[src/rtl/tce_pkg.sv]
`timescale 1ns / 1ps
`default_nettype none
// ----------------------------------------------------------------------------
// tce_pkg
// Shared constants, payload structs and controller/datapath bundles for the
// text console engine.
// ----------------------------------------------------------------------------
package tce_pkg;

    localparam int COLUMNS    = 80;
    localparam int ROWS       = 25;
    localparam int CELL_COUNT = ROWS * COLUMNS;

    localparam int ADDR_W = $clog2(CELL_COUNT);
    localparam int COL_W  = ($clog2(COLUMNS + 1) > 7) ? $clog2(COLUMNS + 1) : 7;
    localparam int ROW_W  = $clog2(ROWS);
    localparam int CHAR_W = 8;
    localparam int ATTR_W = 8;
    localparam int CELL_W = CHAR_W + ATTR_W;

    localparam int CFG_IDX_W  = 2;
    localparam int CFG_DATA_W = 8;

    localparam logic [CFG_IDX_W-1:0] CFG_TEXT_ATTR   = 2'd0;
    localparam logic [CFG_IDX_W-1:0] CFG_PROMPT_COL  = 2'd1;
    localparam logic [CFG_IDX_W-1:0] CFG_PROMPT_LINE = 2'd2;

    localparam logic [1:0] FUNC_PUT   = 2'd0;
    localparam logic [1:0] FUNC_BKSP  = 2'd1;
    localparam logic [1:0] FUNC_CLEAR = 2'd2;
    localparam logic [1:0] FUNC_READ  = 2'd3;

    localparam logic [CHAR_W-1:0] NEWLINE_CODE = 8'h0A;
    localparam logic [CHAR_W-1:0] SPACE_CODE   = 8'h20;
    localparam logic [ATTR_W-1:0] ATTR_RESET   = 8'h0F;

    typedef struct packed {
        logic [1:0]  func;
        logic [7:0]  char_code;
        logic [10:0] cell_index;
    } t_console_in;

    typedef struct packed {
        logic [6:0]  cursor_col;
        logic [4:0]  cursor_row;
        logic [10:0] cursor_pos;
        logic [7:0]  cell_char;
        logic [7:0]  cell_attr;
    } t_console_out;

    typedef struct packed {
        logic accept;
        logic step;
        logic scroll_start;
        logic scroll;
        logic cnt_clr;
        logic cnt_inc;
        logic fill;
        logic fill_zero;
        logic finish;
    } t_dp_cmd;

    typedef struct packed {
        logic [1:0] func;
        logic       is_newline;
        logic       scroll_needed;
        logic       cnt_last;
        logic       cnt_scroll_end;
    } t_dp_status;

endpackage
`default_nettype wire

[src/rtl/tce_ctrl.sv]
`timescale 1ns / 1ps
`default_nettype none
// ----------------------------------------------------------------------------
// tce_ctrl
// Sequencer for the console: clearing pass after reset, decode, scroll copy,
// row and screen fill, and result hand-off.
// ----------------------------------------------------------------------------
module tce_ctrl (
    input  wire logic                i_clk,
    input  wire logic                i_rst_n,
    input  wire logic                i_start,
    input  wire tce_pkg::t_dp_status i_status,
    output tce_pkg::t_dp_cmd         o_cmd,
    output logic                     o_busy
);

    localparam logic [2:0] ST_INIT   = 3'd0;
    localparam logic [2:0] ST_IDLE   = 3'd1;
    localparam logic [2:0] ST_DECODE = 3'd2;
    localparam logic [2:0] ST_SCROLL = 3'd3;
    localparam logic [2:0] ST_FILL   = 3'd4;
    localparam logic [2:0] ST_PUT    = 3'd5;
    localparam logic [2:0] ST_FINISH = 3'd6;

    logic [2:0] r_state;
    logic [2:0] n_state;

    always_ff @(posedge i_clk) begin
        if (!i_rst_n) begin
            r_state <= ST_INIT;
        end else begin
            r_state <= n_state;
        end
    end

    always_comb begin
        n_state = r_state;
        o_cmd   = '0;
        unique case (r_state)
            ST_INIT: begin
                o_cmd.fill      = 1'b1;
                o_cmd.fill_zero = 1'b1;
                o_cmd.cnt_inc   = 1'b1;
                if (i_status.cnt_last) begin
                    n_state = ST_IDLE;
                end
            end
            ST_IDLE: begin
                if (i_start) begin
                    o_cmd.accept = 1'b1;
                    n_state      = ST_DECODE;
                end
            end
            ST_DECODE: begin
                unique case (i_status.func)
                    tce_pkg::FUNC_PUT: begin
                        if (i_status.scroll_needed) begin
                            o_cmd.scroll_start = 1'b1;
                            n_state            = ST_SCROLL;
                        end else begin
                            o_cmd.step = 1'b1;
                            n_state    = ST_FINISH;
                        end
                    end
                    tce_pkg::FUNC_BKSP: begin
                        o_cmd.step = 1'b1;
                        n_state    = ST_FINISH;
                    end
                    tce_pkg::FUNC_CLEAR: begin
                        o_cmd.cnt_clr = 1'b1;
                        n_state       = ST_FILL;
                    end
                    tce_pkg::FUNC_READ: begin
                        n_state = ST_FINISH;
                    end
                endcase
            end
            ST_SCROLL: begin
                o_cmd.scroll = 1'b1;
                if (i_status.cnt_scroll_end) begin
                    n_state = ST_FILL;
                end else begin
                    o_cmd.cnt_inc = 1'b1;
                end
            end
            ST_FILL: begin
                o_cmd.fill    = 1'b1;
                o_cmd.cnt_inc = 1'b1;
                if (i_status.cnt_last) begin
                    if (i_status.func == tce_pkg::FUNC_PUT && !i_status.is_newline) begin
                        n_state = ST_PUT;
                    end else begin
                        n_state = ST_FINISH;
                    end
                end
            end
            ST_PUT: begin
                o_cmd.step = 1'b1;
                n_state    = ST_FINISH;
            end
            ST_FINISH: begin
                o_cmd.finish = 1'b1;
                n_state      = ST_IDLE;
            end
            default: begin
                n_state = ST_IDLE;
            end
        endcase
    end

    assign o_busy = (r_state != ST_IDLE);

endmodule
`default_nettype wire

[config.mk]
export PLATFORM = sky130hd
export DESIGN_NAME = tce_ctrl
export DESIGN_NICKNAME = d
export VERILOG_FILES = /design/src/rtl/tce_pkg.sv /design/src/rtl/tce_ctrl.sv
export SDC_FILE = /design/constraint.sdc
export NUM_CORES = 1
export LEC_CHECK = 0
export ABC_AREA = 1
export ABC_CLOCK_PERIOD_IN_PS = 1500
export BUFFER_PORTS_ARGS = -buffer_cell sky130_fd_sc_hd__buf_2
export CAP_MARGIN = 15
export CORE_AREA = 2 2 39 41
export CTS_CLUSTER_DIAMETER = 100
export CTS_CLUSTER_SIZE = 40
export DETAILED_ROUTE_END_ITERATION = 10
export DIE_AREA = 0 0 41 43
export HOLD_SLACK_MARGIN = 0.02
export MAX_ROUTING_LAYER = met4
export PLACE_DENSITY_LB_ADDON = 0.15
export SYNTH_ARGS = -nofsm -noshare
export SYNTH_HDL_FRONTEND = slang
export SYNTH_SLANG_ARGS = --single-unit
[constraint.sdc]
create_clock -name i_clk -period 1.5 [get_ports i_clk]
set_input_delay 0.075 -clock i_clk [delete_from_list [all_inputs] [get_ports i_clk]]
set_output_delay 0.075 -clock i_clk [all_outputs]
set_load 0.1 [all_outputs]
# Word level (Yosys, flattened, before mapping)
# Cells that the tools add are included.
# W data, S select, Z words.
# classes
n_eq_ne,14
muxes,24
n_reduce_logical,7
# op_table
cell,count
$pmux W3 S6,1
$mux W3,5
$mux W1,13
$eq A3 B3 Y1 const B,3
$pmux W3 S3,1
$ne A2 B2 Y1 const B,4
$eq A3 B2 Y1 const B,2
$pmux W1 S2,3
$eq A2 B2 Y1 const B,2
$reduce_and A4 Y1,1
$reduce_or A2 Y1,2
$eq A3 B1 Y1 const B,1
$logic_not A3 Y1,1
$ne A3 B1 Y1 const B,1
$eq A2 B1 Y1 const B,1
$logic_not A2 Y1,1
$mux W2,1
$logic_and A1 B1 Y1,1
$logic_not A1 Y1,1
# totals
in_bits,9
elab_cells,46
out_inout_bits,10
regBits,3

# Longest topological paths before layout
# Gate-level depths: netlist (run 1).
# logic_depth
ltp_word,5
mapped_depth,8
mapped_depth_nobuf,8

# Worst setup path after synthesis (run 1)
# OpenSTA, ideal clock, no wires.
# synth_timing
kind,reg-to-output
start,register r_state[0]
end,output port o_cmd[8] (netlist name)
arrival_ns,2.671
setup_slack_ns,-1.246
path_buffers,0
required_time_ns,1.425
path_stages_with_launch,5
cell_sequence,dfxtp_1 -> inv_1 -> nor2_1 -> nand2_1 -> nor2_1
# synth_lines
item,line,text
"start, declared",tce_ctrl.sv:25,logic [2:0] r_state;
"start signal, assigned",tce_ctrl.sv:32,r_state <= n_state;
"end, declared",tce_ctrl.sv:13,"output tce_pkg::t_dp_cmd o_cmd,"

==> flow_summary.ini, run 1 <==
[route]
avgViaCountPerCell = 4.26
vias = 413
drcViolationCount = 0
dr.pass1.iters = 2
dr.first_iter.drc_count = 12
routed_wl_um = 841
wl_per_cell_um = 8.67
postRouteAntennaNets = 0

[timing]
fin_crit_ns = 1.41
fin_crit_sh_pct = 94.3
finClkSkew_ns = 0.000200
rsz0062_at_grt = no
max_freq_mhz = 707
tightest_slew_ns = 0.483
setup_viol = 0
hold_viol = 0
drv_slew = 0
holdWs_ns = 0.0896
slew_headroom_pct = 68.0

[run_status]
status = finished, final reports clean

[critical_path]
end_kind = primary output
r2r_setup_slack_ns = 0.28
cp_max_fo = 5
rr_startpoint = r_state[0]$_SDFFE_PN0P_
cpLargestDelayFamily = buffers and inverters
cp_num_buf_inv = 3
required_ns = 1.42
start_kind = register
worst_path_largest_cell_delay_ns = 0.36
r2r_cells = 7
cp_common_cell = inv_1
cp.arrival_ns = 1.34
r2r_end = r_state[1]$_SDFFE_PN0P_
crit_type = register to primary output
path_cells = inv_1 -> nor2_2 -> inv_1 -> o22ai_2 -> buf_12
worst_path_max_delay_cell = dfxtp_2

[clock_tree]
clkLatencyLatePin_ns = 0.23
cts_htree_levels = 1
clkSlewWorstSetupHoldPaths_ns = 0.04
cts_buffer_depth = 2
cts_tree = yes
cts_made_buffers = 3
cts-root-buf = clkbuf_4
cts.sinks = 3

[power]
intPower_mw = 0.402
leakage_nw = 0.289
vdd_drop_max_mv = 1.02
p_clk_share_pct = 14.9
p_per_area_nw_per_um2 = 1560
p_sw_mw = 0.557
seq_power_share_pct = 12.8
combPwrFrac_pct = 72.3
switching_share_pct = 58.1

[hold_path]
holdPathEnd = r_state[0]$_SDFFE_PN0P_
hp-class = input pin to register
hold_start = i_rst_n
hold_depth = 3

[floorplanning]
num_rows = 14
ios = 19
start_util_pct = 22.3
die_w_um = 41
die_y_um = 43
die-area_um2 = 1760
core-area_um2 = 1380

[flow_run]
max-cap-violations = 0

[logic_synthesis]
synthesis.area_um2 = 309
synth_cell_types = 14
ys_seq_area_share_pct = 19.4
synth_seq_cells = 3
post_synth_inst_count = 59
synth_nets = 68
syn_avg_cell_area_um2 = 5.24
netlist_top_cells_area = dfxtp_1, nand2_1, nor2_1
synth_warnings = 0
yosysTopAreaCellShare_pct = 19.4
synth_largest_area_cell = dfxtp_1

[final_layout]
drive_above_1_share_pct = 50.6
largest-register = r_state
largest_reg_flops = 3
reg_top3 = r_state x3
num-fill-cells = 149
fin_nets = 91
final_cell_area_um2 = 613
area_delta_synth_final_pct = 98.4
diodes = 0

[placement]
place.gp.congestion = 0.740
hpwl_um = 720
port_buffers = 18
dpl_cell_area_um2 = 581

[global_routing]
grt_util_all_layers_pct = 13.2
grt_overflow = 0
grt_pass1_vias = 385
antenna_found_initial = 0
grt_pass1_wl_mm = 1.52
grt_max_degree = 8
tightest hold or removal path, cell delays in order:
cell and delay, ns:
buf_2 0.10, o21ai_0 0.06, nor2_1 0.04
what timing repair did:
| item | CTS | global route |
|---|---|---|
| setup endpoints to repair | 1 | 3 |
| cloned | 0 | 0 |
| resized for setup | 2 | 2 |
| pin swaps | 0 | 0 |
| setup buffers | 0 | 0 |
| hold buffers | 0 | 0 |
synthesized netlist by cell type, drive strengths merged:
master	n
a21o	1
a21oi	4
dfxtp	3
inv	11
nand2	17
nand3	4
nor2	16
nor3	1
o21ai	1
o22ai	1
area by class of cell:
class | instances | area [um^2] | area share (%)
Timing Repair Buffer | 18 | 210 | 34.3
Multi-Input combinational cell | 45 | 251 | 41.0
Sequential cell | 3 | 63.8 | 10.4
Tap cell | 16 | 20.0 | 3.27
Clock buffer | 4 | 26.3 | 4.29
Inverter | 11 | 41.3 | 6.73
power groups by stage:
stage / registers [mW] / clock network, mW / logic, mW
3_3_place_gp: 0.120 / 0 / 0.692
3_5_place_dp: 0.120 / 0 / 0.692
6_report: 0.123 / 0.143 / 0.693
2_1_floorplan: 0.115 / 0 / 0.491
4_1_cts: 0.120 / 0.150 / 0.696
5_1_grt: 0.126 / 0.159 / 0.724
kinds of logic (layout without fill, tap and decap cells):
family	after synthesis	count (layout)	synth area share (%)
and+or+nand+nor	38	38	54.7
buffers and inverters	11	33	13.4
DFF	3	3	19.4
AOI/OAI and AO/OA	7	7	12.6
routing by layer:
metal	vias to the layer above	global-route usage [%]	wire, um
li1	225	-	-
met5	-	-	0
met3	0	6.28	37
met2	12	17.8	440
met1	176	16.0	363
met4	0	6.00	0
how the worst max path moves through the flow:
stage,end,start,depth (start not counted),slack [ns]
after detailed placement,o_cmd[7],r_state[0]$_SDFFE_PN0P_,5,0.21
after CTS,o_cmd[7],r_state[0]$_SDFFE_PN0P_,5,0.02
after floorplan,o_cmd[0],r_state[2]$_SDFFE_PN0P_,2,-0.37
after global routing,o_cmd[7],r_state[1]$_SDFFE_PN0P_,5,0.002
final,o_cmd[7],r_state[0]$_SDFFE_PN0P_,5,0.09
after global placement,r_state[0]$_SDFFE_PN0P_,r_state[2]$_SDFFE_PN0P_,7,0.26
through the flow:
step           worst slack, ns  TNS, ns  power [mW]  cells  util [%]
2_1_floorplan           -0.372    -1.12       0.606     59         -
4_1_cts                 0.0229        0       0.966     97      44.1
3_5_place_dp             0.212        0       0.812     93      42.0
5_1_grt                0.00226        0        1.01     97      44.3
3_3_place_gp             0.259        0       0.812     93      42.0
6_report                0.0853        0       0.959     97      44.3
cells in the final DEF (no fill, tap or decap):
cell type / netlist / final
a21o_1: 1 / 1
a21oi_1: 4 / 4
buf_12: 0 / 8
buf_2: 0 / 10
clkbuf_1: 0 / 1
clkbuf_4: 0 / 3
dfxtp_2: 0 / 3
inv_1: 9 / 9
inv_2: 2 / 2
nand2_1: 15 / 13
nand2_2: 2 / 4
nand3_1: 4 / 4
nor2_1: 12 / 7
nor2_2: 3 / 5
nor2_4: 1 / 4
nor3_2: 0 / 1
o21ai_0: 1 / 1
o22ai_2: 0 / 1
Power figures use the tool's default switching activity.
==> run 2: changes to the inputs <==
--- a/config.mk
+++ b/config.mk
@@ -6,7 +6,7 @@
 export NUM_CORES = 1
 export LEC_CHECK = 0
 export ABC_AREA = 1
-export ABC_CLOCK_PERIOD_IN_PS = 1500
+export ABC_CLOCK_PERIOD_IN_PS = 1350
 export BUFFER_PORTS_ARGS = -buffer_cell sky130_fd_sc_hd__buf_2
 export CAP_MARGIN = 15
 export CORE_AREA = 2 2 39 41
==> constraint.sdc (replaced) <==
create_clock -name i_clk -period 1.35 [get_ports i_clk]
set_input_delay 0.0675 -clock i_clk [delete_from_list [all_inputs] [get_ports i_clk]]
set_output_delay 0.0675 -clock i_clk [all_outputs]
set_load 0.1 [all_outputs]
==> run 2 against run 1 <==
Die area stayed put. Clock power is 17% higher. Global-route usage is 2.5 points higher. Sequential power is 20% higher. Largest power group unchanged. Via count is 6.5% higher. Setup slack worse by 0.037 ns. Critical path type unchanged.
==> flow_summary.ini, run 2 (same netlist as run 1, synthesis figures left out) <==
[run_status]
status = finished, final reports clean

[floorplanning]
start_util_pct = 22.3
ios = 19
die-area_um2 = 1760
die_w_um = 41
core-area_um2 = 1380
die_y_um = 43
num_rows = 14

[timing]
hold_viol = 0
slew_headroom_pct = 80.0
fin_crit_sh_pct = 96.4
max_freq_mhz = 768
fin_crit_ns = 1.30
setup_viol = 0
rsz0062_at_grt = yes
worst_slack_ns = 0.0481
tightest_slew_ns = 0.301
drv_slew = 0
finClkSkew_ns = 0.00819
holdWs_ns = 0.0724

[route]
dr.pass1.iters = 4
dr.first_iter.drc_count = 11
drcViolationCount = 0
vias = 440
routed_wl_um = 952
wl_per_cell_um = 9.33
postRouteAntennaNets = 0
avgViaCountPerCell = 4.31

[critical_path]
required_ns = 1.28
cpLargestDelayFamily = flip-flops
cp_num_buf_inv = 3
cp_max_fo = 5
start_kind = register
worst_path_largest_cell_delay_ns = 0.38
cp.arrival_ns = 1.23
crit_type = register to primary output
end_kind = primary output
crit_cells = 5
path_cells = inv_6 -> nor2_4 -> inv_2 -> o22ai_4 -> buf_12
r2r_cells = 7
r2r_setup_slack_ns = 0.24
worst_path_max_delay_cell = dfxtp_4

[placement]
pre_cts_ws_ns = 0.144
dp.cells = 94
dpl_cell_area_um2 = 679
place.gp.congestion = 0.763
port_buffers = 18
hpwl_um = 725

[final_layout]
reg_top3 = r_state x3
mostFrequentLayoutCell = nand2_1
postLayoutCoreUtil_pct = 54.4
largest_reg_flops = 3
fin_nets = 96
drive_above_1_share_pct = 59.3
layout_common_cells = nand2_1, buf_12, nor2_4, buf_2
largest-register = r_state
area_delta_synth_final_pct = 144
final_cell_area_um2 = 753
diodes = 0
layoutNonFillerInstCount = 102

[clock_tree]
clkLatencyLatePin_ns = 0.25
cts_made_buffers = 3
cts-root-buf = clkbuf_4
cts.sinks = 3
cts_tree = yes
cts_htree_levels = 1
cts_buffer_depth = 2
cts_hold_buf = 0
clkSlewWorstSetupHoldPaths_ns = 0.04

[hold_path]
hold_depth = 3
hp-class = input pin to register

[power]
intPower_mw = 0.536
p_clk_share_pct = 13.6
p_sw_mw = 0.696
leakage_nw = 0.345
switching_share_pct = 56.5
combPwrFrac_pct = 74.4
seq_power_share_pct = 12.0
vdd_drop_max_mv = 0.955
p_per_area_nw_per_um2 = 1640

[global_routing]
antenna_found_initial = 0
grt_pass1_vias = 429
grt_overflow = 0
grt_util_all_layers_pct = 15.6
grt_max_degree = 8
grt_pass1_wl_mm = 1.79

[flow_run]
max-cap-violations = 0
## run 2: cell type report
cell class,count,area [um^2]
Multi-Input combinational cell,45,322
Timing Repair Buffer,23,265
Tap cell,16,20.0
Inverter,11,48.8
Sequential cell,3,71.3
Clock buffer,4,26.3
Fill cell,131,631
## run 2: final timing paths
kind	from	end
min	i_rst_n	r_state[2]$_SDFFE_PN0P_
max	r_state[0]$_SDFFE_PN0P_	o_cmd[7]
max reg2reg	r_state[1]$_SDFFE_PN0P_	r_state[1]$_SDFFE_PN0P_
min reg2reg	r_state[1]$_SDFFE_PN0P_	r_state[0]$_SDFFE_PN0P_
## run 2: metrics by stage
step                      power [mW]   TNS [ns]
after global placement          1.01          0
after detailed placement        1.01          0
after CTS                       1.23          0
final                           1.23          0
after global routing            1.30  -0.000925
after floorplan                0.762     -0.560
## run 2: tightest hold or removal path: stages
cell and delay [ns]:
buf_2 0.10, inv_1 0.07, a21oi_1 0.04
## run 2: routing by layer
layer / vias to the layer above / routed length (um) / track usage, %
li1: 238 / - / -
met1: 184 / 395 / 19.8
met2: 16 / 484 / 21.3
met3: 2 / 59 / 4.71
met4: 0 / 13 / 8.67
met5: - / 0 / -
## run 2: what timing repair did
| item | 4_1_cts | 5_1_grt |
|---|---|---|
| resized for setup | 4 | 3 |
| pin swaps | 3 | 4 |
| endpoints found under the setup margin | 2 | 3 |
| buffers inserted | 4 | 0 |
## run 2: power groups by stage
stage / logic, mW / registers, mW / clock network (mW)
after global routing: 0.966 / 0.152 / 0.183
after floorplan: 0.616 / 0.146 / 0
after detailed placement: 0.858 / 0.150 / 0
final: 0.916 / 0.148 / 0.168
after CTS: 0.915 / 0.146 / 0.173
after global placement: 0.858 / 0.151 / 0
==> run 3: changes to the inputs <==
--- a/config.mk
+++ b/config.mk
@@ -17,6 +17,8 @@
 export HOLD_SLACK_MARGIN = 0.02
 export MAX_ROUTING_LAYER = met4
 export PLACE_DENSITY_LB_ADDON = 0.15
+export REMOVE_ABC_BUFFERS = 1
+export SETUP_SLACK_MARGIN = 0.02
 export SYNTH_ARGS = -nofsm -noshare
 export SYNTH_HDL_FRONTEND = slang
 export SYNTH_SLANG_ARGS = --single-unit
==> run 3 against run 2 <==
Register-to-register slack worse by 0.09 ns. Clock-buffer cell count unchanged. Setup slack worse by 0.0087 ns. Maximum frequency down 0.67%. Power down 8.4%. Via count down 0.45%. Largest cell class unchanged. Die area unchanged. Cell area down 8.0%. Non-clock buffer count unchanged. Sequential power about the same.
==> flow_summary.ini, run 3 (same netlist as run 1, synthesis figures left out) <==
[global_routing]
grt_max_degree = 8
grt_pass1_wl_mm = 1.44
antenna_found_initial = 0
grt_pass1_vias = 381
grt_overflow = 0
grt_util_all_layers_pct = 12.1

[hold_path]
hp-class = input pin to register
holdPathEnd = r_state[1]$_SDFFE_PN0P_
hold_start = i_rst_n
hold_depth = 3

[route]
wl_per_cell_um = 8.69
route.met3.wl_um = 51
met1Wirelength_um = 371
routed_wl_um = 886
dr.pass1.iters = 3
drcViolationCount = 0
avgViaCountPerCell = 4.29
dr.first_iter.drc_count = 9
postRouteAntennaNets = 0
dr_wl_met2_um = 464
maxUsedRoutingLayer = met3
vias = 438

[clock_tree]
clkSlewWorstSetupHoldPaths_ns = 0.04
cts-root-buf = clkbuf_4
cts_tree = yes
cts_hold_buf = 0
cts_buffer_depth = 2
cts_made_buffers = 3
clkLatencyLatePin_ns = 0.23
cts.sinks = 3
cts_htree_levels = 1

[timing]
setup_viol = 0
fin_crit_sh_pct = 97.1
rsz0062_at_grt = yes
slew_headroom_pct = 68.0
drv_slew = 0
max_freq_mhz = 763
finClkSkew_ns = 0.00364
fin_crit_ns = 1.31
hold_viol = 0
tns_ns = 0
tightest_slew_ns = 0.483

[critical_path]
cp_max_fo = 5
end_kind = primary output
crit_type = register to primary output
worst_path_max_delay_cell = dfxtp_4
start_kind = register
r2r_end = r_state[0]$_SDFFE_PN0P_
path_cells = inv_4 -> nor2_4 -> nand2_4 -> o22ai_4 -> buf_12
r2r_setup_slack_ns = 0.15
worst_path_largest_cell_delay_ns = 0.38
r2r_cells = 9
rr_startpoint = r_state[1]$_SDFFE_PN0P_
cp.arrival_ns = 1.24
required_ns = 1.28

[run_status]
status = finished, final reports clean

[placement]
hpwl_um = 660
port_buffers = 18
place.gp.congestion = 0.767

[floorplanning]
core-area_um2 = 1380
die_y_um = 43
die_w_um = 41
start_util_pct = 22.3
num_rows = 14
ios = 19
die-area_um2 = 1760

[power]
leakage_nw = 0.319
p_sw_mw = 0.635
combPwrFrac_pct = 73.6
intPower_mw = 0.494
switching_share_pct = 56.2
p_total_mw = 1.13
p_per_area_nw_per_um2 = 1630
seq_power_share_pct = 12.8
p_clk_share_pct = 13.5
vdd_drop_max_mv = 0.812

[final_layout]
largest-register = r_state
drive_above_1_share_pct = 54.7
largest_reg_flops = 3
area_delta_synth_final_pct = 124
mostFrequentLayoutCell = nand2_1
diodes = 0
num-fill-cells = 139
layout_common_cells = nand2_1, buf_2, buf_12, nor2_1, inv_1
reg_top3 = r_state x3
fin_nets = 96

[flow_run]
max-cap-violations = 0
[run 3: cell types whose count changed in the layout (fill, tap and decap cells not counted), sizes merged]
cell	change
buf	+1
clkbuf	-1
[run 3: critical path: cells and delay by family, from the launching register on]
family / cells / cell delay (ns)
flip-flops: 1 / 0.38
buffers and inverters: 2 / 0.25
AND/OR/NAND/NOR: 2 / 0.23
AO/OA/AOI/OAI: 1 / 0.15
[run 3: layout make-up]
| class | count | area [um^2] | area share [%] |
|---|---|---|---|
| multi-input combinational | 45 | 267 | 38.4 |
| tap | 16 | 20.0 | 2.89 |
| inverter | 11 | 46.3 | 6.68 |
| clock buffer | 4 | 26.3 | 3.79 |
| sequential | 3 | 71.3 | 10.3 |
| timing repair buffer | 23 | 263 | 37.9 |
[run 3: worst max-delay path by stage]
stage / startpoint / end / slack [ns]
final: r_state[1]$_SDFFE_PN0P_ / o_cmd[7] / 0.04
after global routing: r_state[1]$_SDFFE_PN0P_ / o_cmd[7] / -0.02
after CTS: r_state[1]$_SDFFE_PN0P_ / o_cmd[4] / -0.002
after detailed placement: r_state[0]$_SDFFE_PN0P_ / o_cmd[7] / 0.09
after global placement: r_state[0]$_SDFFE_PN0P_ / o_cmd[7] / 0.08
after floorplan: r_state[0]$_SDFFE_PN0P_ / o_cmd[8] / -1.39
[run 3: routing by layer]
| layer | vias up | GRT usage [%] |
|---|---|---|
| li1 | 233 | - |
| met2 | 12 | 19.4 |
| met1 | 193 | 14.1 |
| met3 | 0 | 3.14 |
| met4 | 0 | 4.00 |
| met5 | - | - |
[run 3: through the flow]
stage          util, %  hold slack, ns  std cells  worst slack [ns]  instance area [um^2]
2_1_floorplan        -           0.199         59             -1.39                   309
3_3_place_gp      40.6           0.327         94            0.0827                   562
3_5_place_dp      40.6           0.323         94            0.0871                   562
4_1_cts           45.0          0.0680         98          -0.00242                   623
5_1_grt           50.1          0.0835        102           -0.0170                   693
6_report          50.1          0.0753        102            0.0393                   693
[run 3: power groups by stage]
stage,registers [mW],clock network [mW],logic [mW]
after detailed placement,0.127,0,0.758
after CTS,0.133,0.163,0.783
after global routing,0.149,0.172,0.875
after global placement,0.127,0,0.762
after floorplan,0.123,0,0.515
final,0.145,0.153,0.831
[run 3: repair_timing]
action	CTS	global route
resized for setup	11	13
pin swaps	2	6
setup buffers	0	4
endpoints found under the setup margin	6	7
